===== src/hdl/tvcf_pkg.sv =====
// ----------------------------------------------------------------------------
// Time-varying channel FIR package
// Shared widths, command codes, controller states and control bundle.
// ----------------------------------------------------------------------------
`default_nettype none

package tvcf_pkg;

  localparam int CMD_W     = 2;
  localparam int TAP_IDX_W = 4;
  localparam int GAIN_W    = 18;
  localparam int SAMPLE_W  = 16;
  localparam int OUT_W     = 24;
  localparam int CFG_W     = 5;
  localparam int PROD_W    = GAIN_W + SAMPLE_W;

  typedef enum logic [CMD_W-1:0] {
    CMD_WRITE_GAIN = 2'd0,
    CMD_PUSH       = 2'd1,
    CMD_CLEAR      = 2'd2
  } cmd_e;

  typedef enum logic [2:0] {
    ST_IDLE,
    ST_RUN,
    ST_DRAIN,
    ST_ROUND,
    ST_DONE
  } state_e;

  typedef struct packed {
    logic gain_we;
    logic hist_push;
    logic hist_clr;
    logic rotate;
    logic mac_en;
    logic acc_clr;
    logic round_en;
    logic out_load;
  } ctrl_t;

endpackage

`default_nettype wire


===== src/hdl/tvcf_ctrl.sv =====
// ----------------------------------------------------------------------------
// Time-varying channel FIR controller
// Accepts transactions, holds the tap count, sequences one MAC per active tap.
// ----------------------------------------------------------------------------
`default_nettype none

module tvcf_ctrl #(
  parameter int TAPS = 16
) (
  input  wire logic                           clk_i,
  input  wire logic                           rst_ni,
  input  wire logic                           in_valid_i,
  output      logic                           in_ready_o,
  input  wire logic [tvcf_pkg::CMD_W-1:0]     in_command_i,
  input  wire logic [tvcf_pkg::TAP_IDX_W-1:0] tap_index_i,
  input  wire logic                           cfg_valid_i,
  output      logic                           cfg_ready_o,
  input  wire logic [tvcf_pkg::CFG_W-1:0]     cfg_taps_i,
  output      logic                           out_valid_o,
  input  wire logic                           out_ready_i,
  output      tvcf_pkg::ctrl_t                ctrl_o
);

  localparam int CNT_W = (TAPS > 1) ? $clog2(TAPS) : 1;
  localparam int N_W   = $clog2(TAPS + 1);
  localparam logic [CNT_W-1:0] CNT_LAST   = CNT_W'(TAPS - 1);
  localparam logic [N_W-1:0]   TAPS_RESET = N_W'((TAPS < 16) ? TAPS : 16);

  tvcf_pkg::state_e state_q, state_d;
  logic [CNT_W-1:0] cnt_q, cnt_d;
  logic [N_W-1:0]   taps_q, taps_d;
  logic             out_vld_q, out_vld_d;
  logic             accept;
  logic [7:0]       cfg_ext;
  logic [N_W+3:0]   idx_ext;
  logic [N_W+3:0]   taps_ext;

  assign in_ready_o  = (state_q == tvcf_pkg::ST_IDLE);
  assign cfg_ready_o = 1'b1;
  assign out_valid_o = out_vld_q;
  assign accept      = in_valid_i && in_ready_o;
  assign idx_ext     = {{N_W{1'b0}}, tap_index_i};
  assign taps_ext    = {4'b0, taps_q};
  assign cfg_ext     = {3'b0, cfg_taps_i};

  // clamp tap count to 1..TAPS
  always_comb begin
    taps_d = taps_q;
    if (cfg_valid_i) begin
      if (cfg_ext == 8'd0) begin
        taps_d = N_W'(1);
      end else if (cfg_ext > 8'(TAPS)) begin
        taps_d = N_W'(TAPS);
      end else begin
        taps_d = N_W'(cfg_ext);
      end
    end
  end

  always_comb begin
    state_d = state_q;
    case (state_q)
      tvcf_pkg::ST_IDLE: begin
        if (accept && in_command_i == tvcf_pkg::CMD_PUSH) begin
          state_d = tvcf_pkg::ST_RUN;
        end
      end
      tvcf_pkg::ST_RUN: begin
        if (cnt_q == CNT_LAST) begin
          state_d = tvcf_pkg::ST_DRAIN;
        end
      end
      tvcf_pkg::ST_DRAIN: state_d = tvcf_pkg::ST_ROUND;
      tvcf_pkg::ST_ROUND: state_d = tvcf_pkg::ST_DONE;
      tvcf_pkg::ST_DONE: begin
        if (!out_vld_q || out_ready_i) begin
          state_d = tvcf_pkg::ST_IDLE;
        end
      end
      default: state_d = tvcf_pkg::ST_IDLE;
    endcase
  end

  always_comb begin
    ctrl_o = '0;
    cnt_d  = cnt_q;
    case (state_q)
      tvcf_pkg::ST_IDLE: begin
        if (accept) begin
          case (in_command_i)
            tvcf_pkg::CMD_WRITE_GAIN: ctrl_o.gain_we = (idx_ext < taps_ext);
            tvcf_pkg::CMD_PUSH: begin
              ctrl_o.hist_push = 1'b1;
              ctrl_o.acc_clr   = 1'b1;
              cnt_d            = '0;
            end
            tvcf_pkg::CMD_CLEAR: ctrl_o.hist_clr = 1'b1;
            default: ;
          endcase
        end
      end
      tvcf_pkg::ST_RUN: begin
        ctrl_o.rotate = 1'b1;
        ctrl_o.mac_en = (N_W'(cnt_q) < taps_q);
        cnt_d         = cnt_q + CNT_W'(1);
      end
      tvcf_pkg::ST_ROUND: ctrl_o.round_en = 1'b1;
      tvcf_pkg::ST_DONE: ctrl_o.out_load = !out_vld_q || out_ready_i;
      default: ;
    endcase
  end

  always_comb begin
    out_vld_d = out_vld_q;
    if (ctrl_o.out_load) begin
      out_vld_d = 1'b1;
    end else if (out_ready_i) begin
      out_vld_d = 1'b0;
    end
  end

  always_ff @(posedge clk_i or negedge rst_ni) begin
    if (!rst_ni) begin
      state_q   <= tvcf_pkg::ST_IDLE;
      cnt_q     <= '0;
      taps_q    <= TAPS_RESET;
      out_vld_q <= 1'b0;
    end else begin
      state_q   <= state_d;
      cnt_q     <= cnt_d;
      taps_q    <= taps_d;
      out_vld_q <= out_vld_d;
    end
  end

  a_done_holds: assert property (@(posedge clk_i) disable iff (!rst_ni)
    (state_q == tvcf_pkg::ST_DONE && out_vld_q && !out_ready_i)
      |=> (state_q == tvcf_pkg::ST_DONE))
    else $error("pending result overwritten");

  a_load_sets_valid: assert property (@(posedge clk_i) disable iff (!rst_ni)
    ctrl_o.out_load |=> out_vld_q)
    else $error("result load lost");

  a_push_starts: assert property (@(posedge clk_i) disable iff (!rst_ni)
    ctrl_o.hist_push |=> (state_q == tvcf_pkg::ST_RUN && cnt_q == '0))
    else $error("push did not start tap sweep");

  a_sweep_ends: assert property (@(posedge clk_i) disable iff (!rst_ni)
    (state_q == tvcf_pkg::ST_RUN && cnt_q == CNT_LAST)
      |=> (state_q == tvcf_pkg::ST_DRAIN))
    else $error("tap sweep overran");

endmodule

`default_nettype wire


===== config.mk =====
export PLATFORM = sky130hd
export DESIGN_NAME = tvcf_ctrl
export DESIGN_NICKNAME = d
export VERILOG_FILES = /design/src/hdl/tvcf_pkg.sv /design/src/hdl/tvcf_ctrl.sv
export SDC_FILE = /design/constraint.sdc
export NUM_CORES = 1
export LEC_CHECK = 0
export BUFFER_PORTS_ARGS = -buffer_cell sky130_fd_sc_hd__buf_2
export CAP_MARGIN = 20
export CORE_MARGIN = 3
export CORE_UTILIZATION = 48
export DETAILED_ROUTE_END_ITERATION = 10
export HOLD_SLACK_MARGIN = 0.06
export MAX_ROUTING_LAYER = met4
export PLACE_DENSITY = 0.77
export SKIP_CTS_REPAIR_TIMING = 1
export SYNTH_ARGS = -nofsm -noshare
export SYNTH_HDL_FRONTEND = slang
export SYNTH_SLANG_ARGS = --single-unit

===== constraint.sdc =====
create_clock -name clk_i -period 1.9 [get_ports clk_i]
set_clock_uncertainty 0.15 [all_clocks]
set_input_delay 0.19 -clock clk_i [delete_from_list [all_inputs] [get_ports clk_i]]
set_output_delay 0.19 -clock clk_i [all_outputs]
set_load 0.03 [all_outputs]

Yosys cells after proc, flatten, opt, wreduce, memory -nomap -nowiden:

Cells that the tools add are included.

* register bits: 13
* bits of input ports: 16

* add/sub/neg operators: 1
* order comparisons: 3
* equality and inequality tests: 12
* muxes and demuxes: 21
* reduce and logical (&&, ||, !) cells: 11

Operators by type and width (number)
* $mux W3: 5
* $pmux W3 S5: 1
* $lt A4 B5 Y1: 2
* $mux W5: 2
* $mux W1: 9
* $logic_not A8 Y1: 1
* $mux W4: 2
* $pmux W4 S2: 1
* $eq A3 B2 Y1 const B: 2
* $ne A2 B1 Y1 const B: 3
* $reduce_and A3 Y1: 2
* $gt A5 B5 Y1 const B: 1
* $add A4 B1 Y4 const B: 1
* $eq A4 B4 Y1 const B: 1
* $ne A2 B2 Y1 const B: 2
* $reduce_bool A2 Y1: 2
* $eq A3 B1 Y1 const B: 1
* $eq A3 B3 Y1 const B: 1
* $logic_not A3 Y1: 1
* $eq A2 B1 Y1 const B: 1
* $eq A2 B2 Y1 const B: 1
* $logic_and A1 B1 Y1: 2
* $logic_not A2 Y1: 1
* $mux W2: 1
* other kinds (2): 2

Logic depth before layout (Yosys ltp):

Gate-level depths: netlist (run 1).

* depth after elaboration: 5
* depth in mapped cells: 7

Worst setup path before layout (run 1):

No wires, ideal clock.

* kind: register -> output
* start: register cnt_q[2]
* end: output ctrl_o[3] in the netlist's numbering
* arrival: 1578 ps
* data required time: 1560 ps
* slack: -18 ps
* cell stages (with the launch flop): 6
* path buffers: 0
* path through: dfrtp_1 > ha_1 > a21oi_1 > o21ai_0 > a21o_1 > a21oi_1

RTL lines
* from (decl): RTL line tvcf_ctrl.sv:30 `logic [CNT_W-1:0] cnt_q, cnt_d;`
* from (signal assigned): RTL line tvcf_ctrl.sv:130 `cnt_q <= cnt_d;`
* to (decl): RTL line tvcf_ctrl.sv:21 `output tvcf_pkg::ctrl_t ctrl_o`

==> results of run 1 <==
==> cell families after synthesis <==
logic type               after synthesis  synth area share
buffers and inverters                 10            0.0714
other                                  1           0.00465
AO/OA/AOI/OAI                         19             0.140
flip-flops                            13             0.405
AND/OR/NAND/NOR                       34             0.245
adder cells (fa/ha/maj)                7             0.109
multiplexers                           1            0.0140
XOR/XNOR                               1            0.0109
==> power breakdown <==
part	total, W	internal (W)	switching (W)	leakage [nW]
combinational	0.000565	0.000248	0.000317	0.355
sequential	0.000444	0.000346	0.0000977	0.164
clock	0.000176	0.0000816	0.0000946	0.0150
total	0.00118	0.000675	0.000510	0.534
==> cell usage after synthesis <==
cell type  count
a22o_1         1
and3b_1        1
clkinv_2       1
mux2_2         1
o32ai_1        1
buf_4          3
a21oi_1        5
nand2_1        8
nor2_4         1
nor2b_1        2
a21o_1         1
conb_1         1
xor2_1         1
nor3_1         1
and4b_1        1
o21ai_1        1
and3_1         2
nor2_1         7
nand2_2        1
o2111a_1       1
and2_4         1
inv_1          4
o22ai_1        1
buf_6          1
ha_1           7
nor3_2         1
nand3b_1       5
o21ai_0        8
dfstp_2        1
dfrtp_1       12
clkbuf_1       1
nand4_1        1
nand2b_1       2
==> area by class of cell <==
cell class	count	area, µm²	area share
multi-input cells	63	464	0.436
flip-flops and latches	13	328	0.308
repair buffers	32	205	0.193
clock buffers	4	26.3	0.0247
inverters	5	20.0	0.0188
well taps	16	20.0	0.0188
==> worst register-to-register path, stage by stage (launching register included) <==
cell and delay, ps:
dfstp_2 540, inv_1 60, o21ai_0 150, dlygate4sd3_1 570
==> registers in the layout (all words and copies together), names as in the netlist <==
| register | cells |
|---|---|
| taps_q | 5 |
| cnt_q | 4 |
| state_q | 3 |
| out_valid_o | 1 |
==> stage by stage <==
stage	hold slack (ps)	std cells
floorplan	-256	86
global placement	-51.2	122
detailed placement	-53.3	122
CTS	-362	126
global route	62.4	133
finish	34.9	133
==> layer usage <==
metal | part of all wire | track usage
met1 | 0.40 | 0.196
met2 | 0.53 | 0.279
met3 | 0.063 | 0.0805
met4 | 0.0038 | 0.0497
met5 | 0 | -
==> worst max path at each step <==
stage	depth (start not counted)	to	from	slack, ps
finish	7	ctrl_o[7]	taps_q[2]	-120
global route	7	ctrl_o[7]	taps_q[2]	-210
CTS	6	ctrl_o[3]	cnt_q[2]	-270
detailed placement	6	ctrl_o[3]	cnt_q[2]	70
global placement	6	ctrl_o[3]	cnt_q[2]	70
floorplan	4	ctrl_o[6]	state_q[2]	40
==> run_results.csv, run 1 <==
group,metric,value,unit
logic_synthesis,synthCells,86,
final_layout,fin_nets,141,
status,run_status,"finished with violations",
power_and_ir_drop,powerDensity,1110,nW/µm²
clocking,max-clock-path-buffers,2,
final_layout,mostFrequentLayoutCell,"buf_2",
clocking,h-tree-depth,1,
placement,postPlaceCellArea,917,µm²
final_layout,fillers,118,
run,maxCapViolations,0,
timing,slew_violations,0,
die,pin_count,27,
clocking,cts-root-buf,"clkbuf_4",
clocking,cts_buffers,3,
logic_synthesis,synth-seq-area-share,0.405,
hold_path,min_path_cells,3,
power_and_ir_drop,leakage,0.534,nW
hold_path,hold_class,"input pin to flop",
setup_path,cp_max_fo,3,
timing,fin_setup_tns,-188,ps
final_layout,final_cell_mix,"buf_2 (23), dfrtp_1 (11), nand2_1 (8)",
timing,postLayoutSetupSlackWorst,-117,ps
global_routing,grt_pass1_wl,2560,µm
placement,preCtsSetupSlack,72.2,ps
setup_path,cp.required,1560,ps
logic_synthesis,synth_cell_types,33,
global_routing,grt_pass1_vias,585,
detailed_routing,via_per_inst,5.41,
logic_synthesis,syn_nets,109,
clocking,clk_pin_slew,80,ps
setup_path,r2r_start,"taps_q[4]",
setup_path,path_delay_family,"compound AO/OA/AOI/OAI gates",
power_and_ir_drop,finalPower,0.00118,W
setup_path,cp_slowest_cell,"dfrtp_1",
logic_synthesis,synthTopCellsByArea,"dfrtp_1 (37%), ha_1 (11%), o21ai_0 (5.0%)",
global_routing,grt-ovfl-total,0,
timing,finalSetupViolCount,2,
placement,dpl.hpwl,1320,µm
setup_path,cp.buffers_inverters,2,
die,start_util,0.523,
final_layout,fin_area,1060,µm²
timing,max_freq,496,MHz
detailed_routing,wl_per_cell,13.9,µm
final_layout,diodes,0,
setup_path,r2r-end,"taps_q[4]",
logic_synthesis,syn_area_per_cell,9.37,µm²
timing,finalHoldViolCount,0,
timing,finalCriticalPeriod,2020,ps
hold_path,hold_start,"cfg_taps_i[3]",
placement,port_buffers,25,
die,die_w,47.0,µm
die,fp-row-count,14,
final_layout,drive_gt1_frac,0.368,
logic_synthesis,yosys.area.top_type,"dfrtp_1",
timing,grt_setup_unrepaired,"true",
setup_path,max_stage_delay,380,ps
logic_synthesis,syn_area,806,µm²
detailed_routing,ant_nets,0,
final_layout,final_core_util,0.690,
setup_path,arrival,1680,ps
clocking,cts_tree,"yes",
placement,gp_congestion,0.780,
setup_path,r2r_slack,380,ps
hold_path,min_to,"taps_q[3]",
timing,fin_crit_sh,1.06,
die,dieArea,2210,µm²
status,violations,"negative setup slack",
detailed_routing,via_count,720,
clocking,clk_latency,280,ps
logic_synthesis,synth_top_area_share,0.373,
logic_synthesis,yosysWarnings,0,
global_routing,track_usage,0.175,
detailed_routing,first_pass_iters,4,
final_layout,area_growth,32.0,%
power_and_ir_drop,vdd.ir_drop.worst,702,µV
die,die_h,47.0,µm
die,core,1540,µm²
detailed_routing,drc_errors,0,
global_routing,grt_max_degree,14,
clocking,cts.sinks,13,
setup_path,worstSetupEndpointType,"output port",
global_routing,antenna_found_initial,0,
detailed_routing,drt_iter0_drc,13,
setup_path,worst-setup-path-type,"flop to output port",
detailed_routing,drt-total-wl,1840,µm
logic_synthesis,ys_seq_elements,13,
setup_path,r2r_cells,3,
setup_path,start_kind,"flop",
setup_path,crit_chain,"inv_2 > ha_4 > a21oi_2 > o21ai_1 > a21oi_1 > o2111a_1 > buf_6",
No activity file was read; power rests on OpenSTA's default activity.
==> run 2, diff against run 1 <==
--- a/config.mk
+++ b/config.mk
@@ -7,12 +7,13 @@
 export LEC_CHECK = 0
 export BUFFER_PORTS_ARGS = -buffer_cell sky130_fd_sc_hd__buf_2
 export CAP_MARGIN = 20
+export CORE_ASPECT_RATIO = 2
 export CORE_MARGIN = 3
-export CORE_UTILIZATION = 48
+export CORE_UTILIZATION = 30
 export DETAILED_ROUTE_END_ITERATION = 10
 export HOLD_SLACK_MARGIN = 0.06
 export MAX_ROUTING_LAYER = met4
-export PLACE_DENSITY = 0.77
+export SETUP_SLACK_MARGIN = 0.2
 export SKIP_CTS_REPAIR_TIMING = 1
 export SYNTH_ARGS = -nofsm -noshare
 export SYNTH_HDL_FRONTEND = slang
==> run 2 against run 1 <==
  * The flow still finishes with violations (negative setup slack)
  * Wire length increased by 3.6%
  * Cell area increased by 5.1%
  * Utilization decreased by 26 points
  * Fmax increased by 3.5%
  * Final cell count increased by 11%
  * Sequential share of layout area decreased by 1.3 points
  * Critical path type unchanged
==> run_results.csv, run 2 (synthesized netlist as in run 1, its figures left out) <==
group,metric,value,unit
status,run_status,"finished with violations",
status,violations,"negative setup slack",
timing,fin_setup_tns,-93.6,ps
global_routing,grt_pass1_vias,698,
final_layout,fillers,247,
die,core,2570,µm²
detailed_routing,first_pass_iters,4,
run,maxCapViolations,0,
timing,max_freq,513,MHz
final_layout,reg.largest.list,"taps_q: 5 flops, cnt_q: 4 flops, state_q: 3 flops",
hold_path,hold_class,"input pin to flop",
setup_path,worstSetupEndpointType,"output port",
clocking,h-tree-depth,1,
timing,finalHoldViolCount,0,
clocking,cts.sinks,13,
timing,slew_violations,0,
clocking,cts_buffers,3,
final_layout,diodes,0,
timing,finalSetupViolCount,2,
timing,fin_crit_sh,1.03,
setup_path,r2r_cells,7,
global_routing,met3_usage,0.0204,
power_and_ir_drop,leakage,0.553,nW
die,start_util,0.314,
placement,dpl.hpwl,1390,µm
final_layout,fin_nets,143,
timing,finalCriticalPeriod,1950,ps
global_routing,grt_util_met2,0.205,
placement,port_buffers,25,
setup_path,start_kind,"flop",
global_routing,grtUsageMet1,0.108,
power_and_ir_drop,vdd.ir_drop.worst,658,µV
hold_path,min_path_cells,3,
setup_path,cp.required,1560,ps
global_routing,top_usage_layer,"met2",
detailed_routing,via_per_inst,4.98,
detailed_routing,wl_per_cell,13.0,µm
detailed_routing,drc_errors,0,
global_routing,grt_max_degree,14,
timing,whs,48.3,ps
setup_path,r2r-end,"cnt_q[3]",
clocking,clk_pin_slew,50,ps
hold_path,min_to,"taps_q[2]",
detailed_routing,drt_iter0_drc,6,
setup_path,r2r_start,"state_q[1]",
setup_path,worst-setup-path-type,"flop to output port",
detailed_routing,drt-total-wl,1910,µm
setup_path,r2r_slack,440,ps
final_layout,regMostFlops,"taps_q",
clocking,max-clock-path-buffers,2,
detailed_routing,ant_nets,0,
hold_path,hold_start,"cfg_taps_i[2]",
setup_path,cp_max_fo,3,
die,pin_count,27,
final_layout,mostFrequentLayoutCell,"buf_2",
die,dieArea,3380,µm²
placement,gp_congestion,0.744,
final_layout,final_cell_mix,"buf_2 (20), dfrtp_1 (9), nand2_1 (8), buf_4 (8), nor2_1 (7)",
detailed_routing,via_count,732,
final_layout,largest_reg_flops,5,
timing,grt_setup_unrepaired,"true",
die,die_h,79.3,µm
final_layout,final_core_util,0.435,
die,fp-row-count,26,
timing,postLayoutSetupSlackWorst,-49.8,ps
global_routing,grt_pass1_wl,2840,µm
final_layout,area_growth,38.7,%
die,die_w,42.6,µm
clocking,cts-root-buf,"clkbuf_8",
clocking,cts_tree,"yes",
global_routing,track_usage,0.114,
final_layout,drive_gt1_frac,0.445,
clocking,clk_latency,240,ps
power_and_ir_drop,powerDensity,1160,nW/µm²
setup_path,arrival,1610,ps
global_routing,antenna_found_initial,0,
global_routing,grt-ovfl-total,0,
-- run 2: critical path, cell delays in order (launching register included) --
cell and delay [ps]:
dfrtp_1 370, inv_2 110, ha_4 210, a21oi_1 110
o21ai_1 100, a21o_1 170, a21oi_2 150, buf_6 150
-- run 2: power by group --
part	leakage, nW	switching, W	internal (W)
Sequential	0.161	0.0000902	0.000348
Clock	0.0228	0.000100	0.000148
Combinational	0.369	0.000344	0.000270
-- run 2: routing by layer --
layer	up-vias	routed length, µm
met5	-	0
li1	361	-
met2	29	1050
met1	335	702
met4	0	59
met3	7	99
-- run 2: layout make-up --
class	count	area, µm²	share of cell area
clock buffers	4	45.0	0.0403
inverters	5	20.0	0.0179
multi-input cells	63	468	0.419
flip-flops and latches	13	330	0.296
well taps	28	35.0	0.0314
repair buffers	34	219	0.196
-- run 2: stage by stage --
stage                     setup WS (ps)  std cells  power (W)  instance area [µm²]
after floorplan                     152         86   0.000798                  816
after global placement             59.5        134   0.000932                  938
after detailed placement           40.0        134   0.000946                  938
after CTS                          -229        138    0.00119                  983
after global routing               -156        147    0.00139                 1120
final                             -49.8        147    0.00130                 1120
-- run 2: how the worst max path moves through the flow --
stage                   start         to  slack, ps  depth (start not counted)
floorplan            cnt_q[2]  ctrl_o[3]        150                          5
detailed placement   cnt_q[2]  ctrl_o[3]         40                          6
finish              taps_q[2]  ctrl_o[3]        -50                          7
CTS                  cnt_q[2]  ctrl_o[3]       -230                          6
global placement     cnt_q[2]  ctrl_o[3]         60                          6
global route        taps_q[2]  ctrl_o[7]       -160                          7
==> run 3, diff against run 2 <==
--- a/config.mk
+++ b/config.mk
@@ -7,12 +7,13 @@
 export LEC_CHECK = 0
 export BUFFER_PORTS_ARGS = -buffer_cell sky130_fd_sc_hd__buf_2
 export CAP_MARGIN = 20
-export CORE_ASPECT_RATIO = 2
 export CORE_MARGIN = 3
-export CORE_UTILIZATION = 30
+export CORE_UTILIZATION = 45
+export CTS_BUF_LIST = sky130_fd_sc_hd__clkbuf_4 sky130_fd_sc_hd__clkbuf_8
 export DETAILED_ROUTE_END_ITERATION = 10
-export HOLD_SLACK_MARGIN = 0.06
+export HOLD_SLACK_MARGIN = 0.15
 export MAX_ROUTING_LAYER = met4
+export PLACE_DENSITY = 0.73
 export SETUP_SLACK_MARGIN = 0.2
 export SKIP_CTS_REPAIR_TIMING = 1
 export SYNTH_ARGS = -nofsm -noshare
==> run 3 against run 2 <==
  * The run still ends with negative setup slack left
  * Sequential cell count unchanged
  * Critical path depth unchanged
  * Critical path type unchanged
  * Die area decreased by 31%
  * Cell area increased by 8.8%
  * Highest routed layer unchanged
  * Sequential power decreased by 2%
  * Worst setup slack got worse by 52 ps
  * Sequential share of layout area decreased by 2.4 points
  * Clock power decreased by 25%
==> run_results.csv, run 3 (synthesized netlist as in run 1, its figures left out) <==
group,metric,value,unit
status,run_status,"finished with violations",
status,violations,"negative setup slack",
hold_path,min_path_cells,4,
die,dieArea,2330,µm²
setup_path,cp_max_fo,3,
setup_path,cp.required,1560,ps
final_layout,reg.largest.list,"taps_q: 5 flops, cnt_q: 4 flops, state_q: 3 flops",
placement,preCtsSetupSlack,82.9,ps
clocking,h-tree-depth,1,
hold_path,hold_start,"cfg_taps_i[0]",
power_and_ir_drop,powerDensity,1080,nW/µm²
global_routing,grt_pass1_vias,638,
clocking,clk_pin_slew,80,ps
final_layout,drive_gt1_frac,0.430,
die,start_util,0.505,
detailed_routing,wl_per_cell,13.3,µm
final_layout,fillers,100,
power_and_ir_drop,leakage,0.583,nW
clocking,max-clock-path-buffers,2,
die,die_h,48.3,µm
die,die_w,48.3,µm
clocking,cts_buffers,3,
detailed_routing,drt-total-wl,2020,µm
final_layout,mostFrequentLayoutCell,"buf_2",
global_routing,track_usage,0.144,
clocking,cts.sinks,13,
timing,postLayoutSetupSlackWorst,-102,ps
setup_path,r2r_slack,390,ps
detailed_routing,via_count,770,
detailed_routing,drt_iter0_drc,16,
clocking,clk_latency,270,ps
final_layout,area_growth,50.9,%
timing,finalHoldViolCount,0,
placement,gp_congestion,0.738,
final_layout,stdcell_count,152,
timing,finalCriticalPeriod,2000,ps
setup_path,r2r_start,"taps_q[4]",
placement,port_buffers,25,
setup_path,r2r-end,"taps_q[4]",
hold_path,hold_class,"input pin to flop",
die,fp-row-count,14,
clocking,cts_tree,"yes",
setup_path,start_kind,"flop",
setup_path,worst-setup-path-type,"flop to output port",
placement,dpl.hpwl,1280,µm
timing,fin_crit_sh,1.05,
die,core,1590,µm²
setup_path,arrival,1660,ps
global_routing,grt_pass1_wl,2600,µm
timing,grt_setup_unrepaired,"true",
die,pin_count,27,
run,maxCapViolations,0,
global_routing,grt_max_degree,14,
detailed_routing,drc_errors,0,
final_layout,final_cell_mix,"buf_2 (18), dlygate4sd3_1 (10), dfrtp_1 (9)",
power_and_ir_drop,vdd.ir_drop.worst,668,µV
timing,finalSetupViolCount,2,
final_layout,fin_nets,152,
hold_path,min_to,"taps_q[0]",
final_layout,diodes,0,
detailed_routing,via_per_inst,5.07,
timing,max_freq,500,MHz
setup_path,worstSetupEndpointType,"output port",
global_routing,grt-ovfl-total,0,
detailed_routing,ant_nets,0,
setup_path,r2r_cells,3,
final_layout,largest_reg_flops,5,
final_layout,regMostFlops,"taps_q",
detailed_routing,first_pass_iters,4,
clocking,cts-root-buf,"clkbuf_4",
timing,slew_violations,0,
global_routing,antenna_found_initial,0,
placement,dp_cells,130,
## run 3: critical path: stages (launching register included)
cell	delay [ps]
dfrtp_1	380
inv_2	110
ha_4	210
a21oi_2	120
o21ai_1	70
a21oi_1	130
o2111a_1	230
buf_6	130
## run 3: worst max-delay path by stage
stage                    from        end  depth (start not counted)
floorplan            cnt_q[2]  ctrl_o[3]                          5
global placement     cnt_q[2]  ctrl_o[3]                          6
detailed placement   cnt_q[2]  ctrl_o[3]                          6
CTS                  cnt_q[2]  ctrl_o[3]                          6
global route        taps_q[2]  ctrl_o[7]                          7
finish              taps_q[2]  ctrl_o[7]                          7
## run 3: where the power goes
| group | switching [W] | leakage (nW) | total, W | internal [W] |
|---|---|---|---|---|
| clock network | 0.0000903 | 0.0184 | 0.000186 | 0.0000957 |
| registers | 0.0000819 | 0.161 | 0.000429 | 0.000347 |
| logic | 0.000371 | 0.404 | 0.000702 | 0.000332 |
| total | 0.000543 | 0.583 | 0.00132 | 0.000775 |
## run 3: routing by layer
layer,share of wire,track usage
met1,0.43,0.162
met2,0.50,0.241
met3,0.049,0.0337
met4,0.019,0.0711
met5,0,-
## run 3: stage by stage
step | utilization | setup TNS [ps] | cell area, µm² | hold slack [ps] | power, W
2_1_floorplan | - | 0 | 816 | -256 | 0.000798
3_3_place_gp | 0.586 | 0 | 933 | -50.1 | 0.000917
3_5_place_dp | 0.586 | 0 | 933 | -50.3 | 0.000930
4_1_cts | 0.604 | -417 | 963 | -352 | 0.00112
5_1_grt | 0.763 | -331 | 1220 | 156 | 0.00141
6_report | 0.763 | -194 | 1220 | 145 | 0.00132
## run 3: layout make-up
type	instances	area (µm²)	area share
timing repair buffer	43	329	0.271
tap	24	30.0	0.0247
inverter	5	20.0	0.0165
multi-input combinational	63	477	0.392
clock buffer	4	30.0	0.0247
sequential	13	330	0.272
